`src/sv/owsp_pkg.sv`:
```
// owsp_pkg: shared types and constants of the 1-Wire scratchpad command layer.
// Item structs, configuration struct, operation and command codes, phase enum.
// No dependencies.
`default_nettype none

package owsp_pkg;

  // bus event codes carried in the operation field
  localparam logic [2:0] OP_BUS_RESET   = 3'd0;
  localparam logic [2:0] OP_HOST_WRITE  = 3'd1;
  localparam logic [2:0] OP_HOST_RD_BYTE = 3'd2;
  localparam logic [2:0] OP_HOST_RD_BIT = 3'd3;
  localparam logic [2:0] OP_LOCAL_WRITE = 3'd4;

  // function commands
  localparam logic [7:0] CMD_CONVERT    = 8'h44;
  localparam logic [7:0] CMD_READ_PAD   = 8'hBE;
  localparam logic [7:0] CMD_WRITE_PAD  = 8'h4E;
  localparam logic [7:0] CMD_READ_POWER = 8'hB4;

  localparam logic [7:0] IDLE_BYTE = 8'hFF;

  // configuration register indexes
  localparam logic REG_SLEEP_HINT = 1'b0;
  localparam logic REG_EXT_POWER  = 1'b1;

  localparam logic [7:0] SLEEP_HINT_RESET = 8'd8;
  localparam logic       EXT_POWER_RESET  = 1'b1;

  typedef enum logic [2:0] {
    PH_COMMAND,
    PH_SEND,
    PH_RECV,
    PH_POWER,
    PH_DONE
  } phase_e;

  typedef struct packed {
    logic [2:0] operation;
    logic [7:0] host_data;
    logic [3:0] scratch_index;
  } in_item_t;

  typedef struct packed {
    logic [7:0] read_data;
    logic       read_valid;
    logic       measure_request;
    logic       settings_written;
    logic [7:0] sleep_hint;
  } out_item_t;

  typedef struct packed {
    logic [7:0] sleep_hint_value;
    logic       external_power;
  } cfg_t;

endpackage

`default_nettype wire

```
`src/sv/owsp_apb_regs.sv`:
```
// owsp_apb_regs: APB-style configuration registers (sleep hint, power bit).
// Depends on owsp_pkg.
`default_nettype none

module owsp_apb_regs
  import owsp_pkg::*;
(
  input  wire logic        clk_i,
  input  wire logic        rst_ni,
  input  wire logic        psel,
  input  wire logic        penable,
  input  wire logic        pwrite,
  input  wire logic [2:0]  paddr,
  input  wire logic [31:0] pwdata,
  output logic [31:0]      prdata,
  output logic             pready,
  output cfg_t             cfg_o
);

  cfg_t cfg_q, cfg_d;
  logic wr_en;
  logic reg_sel;

  assign pready  = 1'b1;
  assign reg_sel = paddr[2];
  assign wr_en   = psel && penable && pwrite;

  always_comb begin
    cfg_d = cfg_q;
    if (wr_en) begin
      case (reg_sel)
        REG_SLEEP_HINT: cfg_d.sleep_hint_value = pwdata[7:0];
        REG_EXT_POWER:  cfg_d.external_power   = pwdata[0];
        default:        cfg_d = cfg_q;
      endcase
    end
  end

  always_ff @(posedge clk_i or negedge rst_ni) begin
    if (!rst_ni) begin
      cfg_q.sleep_hint_value <= SLEEP_HINT_RESET;
      cfg_q.external_power   <= EXT_POWER_RESET;
    end else begin
      cfg_q <= cfg_d;
    end
  end

  always_comb begin
    case (reg_sel)
      REG_SLEEP_HINT: prdata = {24'd0, cfg_q.sleep_hint_value};
      REG_EXT_POWER:  prdata = {31'd0, cfg_q.external_power};
      default:        prdata = 32'd0;
    endcase
  end

  assign cfg_o = cfg_q;

endmodule

`default_nettype wire

```
`src/sv/owsp_cmd_engine.sv`:
```
// owsp_cmd_engine: command phase, byte counter and scratchpad; works out the
// result of the registered item and updates state when that item moves on.
// Depends on owsp_pkg.
`default_nettype none

module owsp_cmd_engine
  import owsp_pkg::*;
#(
  parameter int SCRATCH_BYTES = 9
) (
  input  wire logic     clk_i,
  input  wire logic     rst_ni,
  input  wire logic     advance_i,
  input  wire in_item_t item_i,
  input  wire cfg_t     cfg_i,
  output out_item_t     result_o
);

  localparam int IdxW = (SCRATCH_BYTES > 1) ? $clog2(SCRATCH_BYTES) : 1;
  localparam logic [4:0] NumBytes = 5'(SCRATCH_BYTES);

  phase_e     phase_q, phase_d;
  logic [3:0] cnt_q, cnt_d;
  logic [4:0] cnt_inc;
  logic       cnt_in_range;
  logic       idx_in_range;

  logic [7:0] pad_q [SCRATCH_BYTES];
  logic            pad_we;
  logic [IdxW-1:0] pad_waddr;
  logic [7:0]      pad_wdata;
  logic [7:0]      pad_rdata;

  assign cnt_inc      = {1'b0, cnt_q} + 5'd1;
  assign cnt_in_range = {1'b0, cnt_q} < NumBytes;
  assign idx_in_range = {1'b0, item_i.scratch_index} < NumBytes;
  assign pad_rdata    = pad_q[cnt_q[IdxW-1:0]];

  // next phase and byte count
  always_comb begin
    phase_d = phase_q;
    cnt_d   = cnt_q;
    case (item_i.operation)
      OP_BUS_RESET: begin
        phase_d = PH_COMMAND;
        cnt_d   = 4'd0;
      end
      OP_HOST_WRITE: begin
        if (phase_q == PH_COMMAND) begin
          cnt_d = 4'd0;
          case (item_i.host_data)
            CMD_READ_PAD:   phase_d = PH_SEND;
            CMD_WRITE_PAD:  phase_d = PH_RECV;
            CMD_READ_POWER: phase_d = PH_POWER;
            default:        phase_d = PH_DONE;
          endcase
        end else if (phase_q == PH_RECV) begin
          if (cnt_inc >= NumBytes) begin
            cnt_d   = 4'd0;
            phase_d = PH_DONE;
          end else begin
            cnt_d = cnt_inc[3:0];
          end
        end
      end
      OP_HOST_RD_BYTE: begin
        if (phase_q == PH_SEND) begin
          if (cnt_inc >= NumBytes) begin
            cnt_d   = 4'd0;
            phase_d = PH_DONE;
          end else begin
            cnt_d = cnt_inc[3:0];
          end
        end
      end
      OP_HOST_RD_BIT: begin
        if (phase_q == PH_POWER) phase_d = PH_DONE;
      end
      default: ;
    endcase
  end

  // result item and scratchpad write port
  always_comb begin
    result_o.read_data        = IDLE_BYTE;
    result_o.read_valid       = 1'b0;
    result_o.measure_request  = 1'b0;
    result_o.settings_written = 1'b0;
    result_o.sleep_hint       = 8'd0;
    pad_we    = 1'b0;
    pad_waddr = cnt_q[IdxW-1:0];
    pad_wdata = item_i.host_data;
    case (item_i.operation)
      OP_HOST_WRITE: begin
        if (phase_q == PH_COMMAND) begin
          if (item_i.host_data == CMD_CONVERT) begin
            result_o.measure_request = 1'b1;
            result_o.sleep_hint      = cfg_i.sleep_hint_value;
          end
        end else if (phase_q == PH_RECV) begin
          pad_we = cnt_in_range;
          if (cnt_inc >= NumBytes) begin
            result_o.measure_request  = 1'b1;
            result_o.settings_written = 1'b1;
          end
        end
      end
      OP_HOST_RD_BYTE: begin
        if (phase_q == PH_SEND) begin
          if (cnt_in_range) result_o.read_data = pad_rdata;
          result_o.read_valid = 1'b1;
        end
      end
      OP_HOST_RD_BIT: begin
        if (phase_q == PH_POWER) begin
          result_o.read_data  = {7'd0, cfg_i.external_power};
          result_o.read_valid = 1'b1;
        end
      end
      OP_LOCAL_WRITE: begin
        pad_we    = idx_in_range;
        pad_waddr = item_i.scratch_index[IdxW-1:0];
      end
      default: ;
    endcase
  end

  always_ff @(posedge clk_i or negedge rst_ni) begin
    if (!rst_ni) begin
      phase_q <= PH_COMMAND;
      cnt_q   <= 4'd0;
    end else if (advance_i) begin
      phase_q <= phase_d;
      cnt_q   <= cnt_d;
    end
  end

  always_ff @(posedge clk_i or negedge rst_ni) begin
    if (!rst_ni) begin
      for (int i = 0; i < SCRATCH_BYTES; i++) pad_q[i] <= 8'd0;
    end else if (advance_i && pad_we) begin
      pad_q[pad_waddr] <= pad_wdata;
    end
  end

endmodule

`default_nettype wire

```
`src/sv/onewire_scratchpad_command_layer_core.sv`:
```
// Function-command layer of a 1-Wire slave with a scratchpad, driven by
// byte-level bus events (bus reset, host byte write, host byte/bit read,
// local scratchpad write).
//
// Input channel in_valid_i / in_stall_o carries one event item; the output
// channel out_valid_o / out_stall_i returns exactly one result item per event.
// An item is taken into an input register, its result is worked out
// combinationally and held in an output register, from which it can be
// taken; throughput is one item per cycle while the output is not stalled.
// While the output is stalled the held result stays put and one more item is
// taken into the input register; in_stall_o rises only when both are full.
//
// Reset (rst_ni low, asynchronous) empties both registers, returns the layer
// to awaiting a command, clears the scratchpad and loads the configuration
// reset values (sleep hint 8, external power 1). The APB-style port holds
// the sleep hint at 0x0 and the power bit at 0x4; write it only while idle.
// Depends on owsp_pkg, owsp_apb_regs, owsp_cmd_engine.
`default_nettype none

module onewire_scratchpad_command_layer_core
  import owsp_pkg::*;
#(
  parameter int SCRATCH_BYTES = 9
) (
  input  wire logic        clk_i,
  input  wire logic        rst_ni,
  input  wire logic        in_valid_i,
  output logic             in_stall_o,
  input  wire in_item_t    in_item_i,
  output logic             out_valid_o,
  input  wire logic        out_stall_i,
  output out_item_t        out_item_o,
  input  wire logic        psel,
  input  wire logic        penable,
  input  wire logic        pwrite,
  input  wire logic [2:0]  paddr,
  input  wire logic [31:0] pwdata,
  output logic [31:0]      prdata,
  output logic             pready
);

  cfg_t      cfg;
  in_item_t  in_q;
  logic      in_valid_q;
  out_item_t out_q;
  logic      out_valid_q;
  out_item_t result;
  logic      advance;
  logic      in_take;

  assign advance    = in_valid_q && (!out_valid_q || !out_stall_i);
  assign in_stall_o = in_valid_q && !advance;
  assign in_take    = in_valid_i && !in_stall_o;

  owsp_apb_regs u_regs (
    .clk_i   (clk_i),
    .rst_ni  (rst_ni),
    .psel    (psel),
    .penable (penable),
    .pwrite  (pwrite),
    .paddr   (paddr),
    .pwdata  (pwdata),
    .prdata  (prdata),
    .pready  (pready),
    .cfg_o   (cfg)
  );

  owsp_cmd_engine #(
    .SCRATCH_BYTES (SCRATCH_BYTES)
  ) u_engine (
    .clk_i     (clk_i),
    .rst_ni    (rst_ni),
    .advance_i (advance),
    .item_i    (in_q),
    .cfg_i     (cfg),
    .result_o  (result)
  );

  always_ff @(posedge clk_i or negedge rst_ni) begin
    if (!rst_ni) begin
      in_valid_q <= 1'b0;
    end else if (in_take) begin
      in_valid_q <= 1'b1;
    end else if (advance) begin
      in_valid_q <= 1'b0;
    end
  end

  always_ff @(posedge clk_i) begin
    if (in_take) in_q <= in_item_i;
  end

  always_ff @(posedge clk_i or negedge rst_ni) begin
    if (!rst_ni) begin
      out_valid_q <= 1'b0;
    end else if (advance) begin
      out_valid_q <= 1'b1;
    end else if (!out_stall_i) begin
      out_valid_q <= 1'b0;
    end
  end

  always_ff @(posedge clk_i) begin
    if (advance) out_q <= result;
  end

  assign out_valid_o = out_valid_q;
  assign out_item_o  = out_q;

endmodule

`default_nettype wire

```
`config.mk`:
```
export PLATFORM = sky130hd
export DESIGN_NAME = onewire_scratchpad_command_layer_core
export DESIGN_NICKNAME = d
export VERILOG_FILES = /design/src/sv/owsp_pkg.sv /design/src/sv/owsp_apb_regs.sv /design/src/sv/owsp_cmd_engine.sv /design/src/sv/onewire_scratchpad_command_layer_core.sv
export SDC_FILE = /design/constraint.sdc
export NUM_CORES = 1
export LEC_CHECK = 0
export ABC_CLOCK_PERIOD_IN_PS = 5300
export BUFFER_PORTS_ARGS = -buffer_cell sky130_fd_sc_hd__buf_2
export CAP_MARGIN = 20
export CORE_MARGIN = 5
export CORE_UTILIZATION = 48
export CTS_CLUSTER_SIZE = 14
export DETAILED_ROUTE_END_ITERATION = 10
export HOLD_SLACK_MARGIN = 0.02
export PLACE_DENSITY_LB_ADDON = 0.08
export SYNTH_ARGS = -nofsm -noshare
export SYNTH_HDL_FRONTEND = slang
export SYNTH_SLANG_ARGS = --single-unit
```
`constraint.sdc`:
```
create_clock -name clk_i -period 5.3 [get_ports clk_i]
set_input_delay 1.06 -clock clk_i [delete_from_list [all_inputs] [get_ports clk_i]]
set_output_delay 1.06 -clock clk_i [all_outputs]
set_load 0.03 [all_outputs]
```
==> impl_metrics.ini <==
[cts]
clock_sinks = 124
cts_tree = done
hold_buffers = 0
clk_latency_ns = 0.42
clk_pin_slew_ns = 0.05
htree_num_levels = 4
cts_buffer_depth = 2
cts_setup_buffers = 0
cts_resized = 0
cts_buffers = 17
clockRootBuffer = clkbuf_16

[timing]
worst_slack_ns = 2.304
fin_crit_ns = 2.996
finalCritPeriodShare = 0.5652
tightestPinTransition_ns = 0.9148
fin_tns_setup_ns = 0
relSlewSlack = 0.3864
hold_slack_ns = 0.4842
setup_viol_count_final = 0
slew_viol_final = 0
fmax_mhz = 333.8
skew_ns = 0.01328
rsz0062_at_grt = false
hold_violations = 0

[synth]
synth_simple_gate_area_frac = 0.08146
synth_cell_type_count = 53
yosysSeqAreaShare = 0.5497
synth-xor-area-share = 0.001470
synth_area_um2 = 5959
synth_top_family_by_area = multiplexers
muxShareOfSynthArea = 0.2022
synth-edff-count = 34
yosysWarnings = 0
ys_seq_elements = 124
synth_fa_ha_area_frac = 0.006299
synth_compound_area_frac = 0.1020
ys.flop_type = dfrtp_1
async_reset_ff_frac = 0.7258
syn_avg_cell_area_um2 = 12.79
syn_inst = 466

[floorplan]
dieHeight_um = 121.4
die_area_um2 = 14740
die_x_um = 121.4
ioPinCount = 111
initial_core_util = 0.4920
core_um2 = 12110
num_rows = 40

[route]
drtIter0Drc = 131
wl_per_cell_um = 17.89
wirelength_um = 12470
vias_per_cell = 5.412
drc = 0
ant_nets = 0
first_pass_iters = 4
num_vias = 3772

[global_route]
grt_usage = 0.1801
antenna_found_initial = 0
grt_pass1_vias = 3750
grt_max_degree = 48
grt_pass1_wl_um = 20180
overflow = 0

[run_status]
status = complete, no violations

[final_layout]
antenna_cells = 0
fillCellCount = 1016
drive_gt1_frac = 0.3535
syn2layout_area_growth_pct = 15.12
layout.cells.most_common_list = dfrtp_1, mux2_2, buf_2
final_area_um2 = 6860
fin_nets = 576
layout_commonest_cell = dfrtp_1

[placement]
place_congestion = 0.8056
place_hpwl_um = 8566
place_area_um2 = 6272
dpl_worst_slack_ns = 2.191
place.port_buffers = 59

[power_and_ir_drop]
vdd_drop_max_v = 0.0002499
p_leak_nw = 3.039
power.total_mw = 2.456
power_density_nw_per_um2 = 358.1

[worst_setup_path]
worstPathCellList = inv_1, ha_1, nand2b_1, a2111oi_4, o211a_1, nor3b_4, mux2_2
rr_endpoint = u_engine.pad_q[49]
start_kind = flip-flop
reg2reg_setup_slack_ns = 2.30
path_delay_family = simple AND/OR/NAND/NOR gates
critical_path.max_fanout = 17
path_buf_inv = 1
critPathRequiredTime_ns = 5.59
r2r_cells = 7
crit-reg2reg-launch = u_engine.cnt_q[1]
arrival_ns = 3.29
crit_type = flip-flop to flip-flop
crit_path_top_delay_cell = dfrtp_1
end_kind = flip-flop
slowest_delay_ns = 0.59

[min_path]
hold_depth = 1
holdCritPathClass = flip-flop to flip-flop
hp-start = in_valid_q
hold_end = out_valid_o

[flow_run]
maxCapViolCount = 0
-- worst max-delay path by stage --
stage	startpoint	to	depth (start not counted)
2_1_floorplan	paddr[2]	prdata[0]	2
3_3_place_gp	out_stall_i	u_engine.pad_q[53]	6
3_5_place_dp	out_stall_i	u_engine.pad_q[54]	6
4_1_cts	u_engine.cnt_q[1]	u_engine.pad_q[54]	7
5_1_grt	u_engine.cnt_q[1]	u_engine.pad_q[53]	7
6_report	u_engine.cnt_q[1]	u_engine.pad_q[49]	7
-- Yosys cell counts (4+ instances only) --
| master | instances | area share |
|---|---|---|
| a21oi_1 | 16 | 0.013 |
| a22oi_1 | 8 | 0.010 |
| a311o_1 | 8 | 0.013 |
| and2_1 | 11 | 0.012 |
| buf_1 | 4 | 0.0025 |
| buf_2 | 4 | 0.0034 |
| buf_4 | 25 | 0.031 |
| clkbuf_1 | 20 | 0.013 |
| dfrtp_1 | 88 | 0.37 |
| edfxtp_1 | 34 | 0.17 |
| inv_1 | 9 | 0.0057 |
| mux2_2 | 83 | 0.16 |
| mux2i_1 | 27 | 0.045 |
| nand2_1 | 13 | 0.0082 |
| nand3_1 | 6 | 0.0050 |
| nor2_1 | 10 | 0.0063 |
| nor2b_1 | 10 | 0.010 |
| nor3_1 | 6 | 0.0050 |
| o21ai_0 | 10 | 0.0084 |
| o22ai_1 | 16 | 0.017 |
| o31ai_1 | 4 | 0.0050 |
| or2_2 | 4 | 0.0042 |
-- logic make-up after synthesis --
group                      after synthesis
DFF                                    124
AOI/OAI and AO/OA                       84
xor gates and xnor gates                 1
buffers and inverters                   62
adders and majority gates                3
other                                    2
muxes                                  110
and+or+nand+nor                         80
-- state kept, by name, indices dropped and copies added, names as in the netlist --
| signal | count |
|---|---|
| u_engine.cnt_q | 4 |
| in_valid_q | 1 |
| out_item_o | 19 |
| u_engine.phase_q | 3 |
| in_q | 15 |
| u_regs.cfg_o | 9 |
| u_engine.pad_q | 72 |
| out_valid_o | 1 |
-- stage by stage --
step,cells,util
final,697,0.5664
after global routing,697,0.5664
after CTS,697,0.5664
after detailed placement,665,0.5179
after global placement,665,0.5179
after floorplan,489,-
-- metal layers --
layer,wire (µm),track usage,vias to the layer above
met5,0,0,-
met4,180,0.06863,0
met3,533,0.04289,15
met2,6057,0.2912,75
met1,5700,0.2351,1910
li1,-,-,1772
-- area by class of cell --
| type | instances | area (µm²) | share of cell area |
|---|---|---|---|
| Inverter | 9 | 33.78 | 0.004924 |
| Timing Repair Buffer | 61 | 312.8 | 0.04560 |
| Sequential cell | 124 | 3277 | 0.4777 |
| Clock buffer | 27 | 535.5 | 0.07806 |
| Multi-Input combinational cell | 303 | 2439 | 0.3555 |
| Clock inverter | 5 | 52.55 | 0.007660 |
| Tap cell | 168 | 210.2 | 0.03064 |
-- power breakdown --
group	internal, mW	switching [mW]
Clock	0.736	0.393
Sequential	1.04	0.0403
Combinational	0.0919	0.158
Total	1.87	0.591
Note: power is estimated with default switching activity, not from simulation.
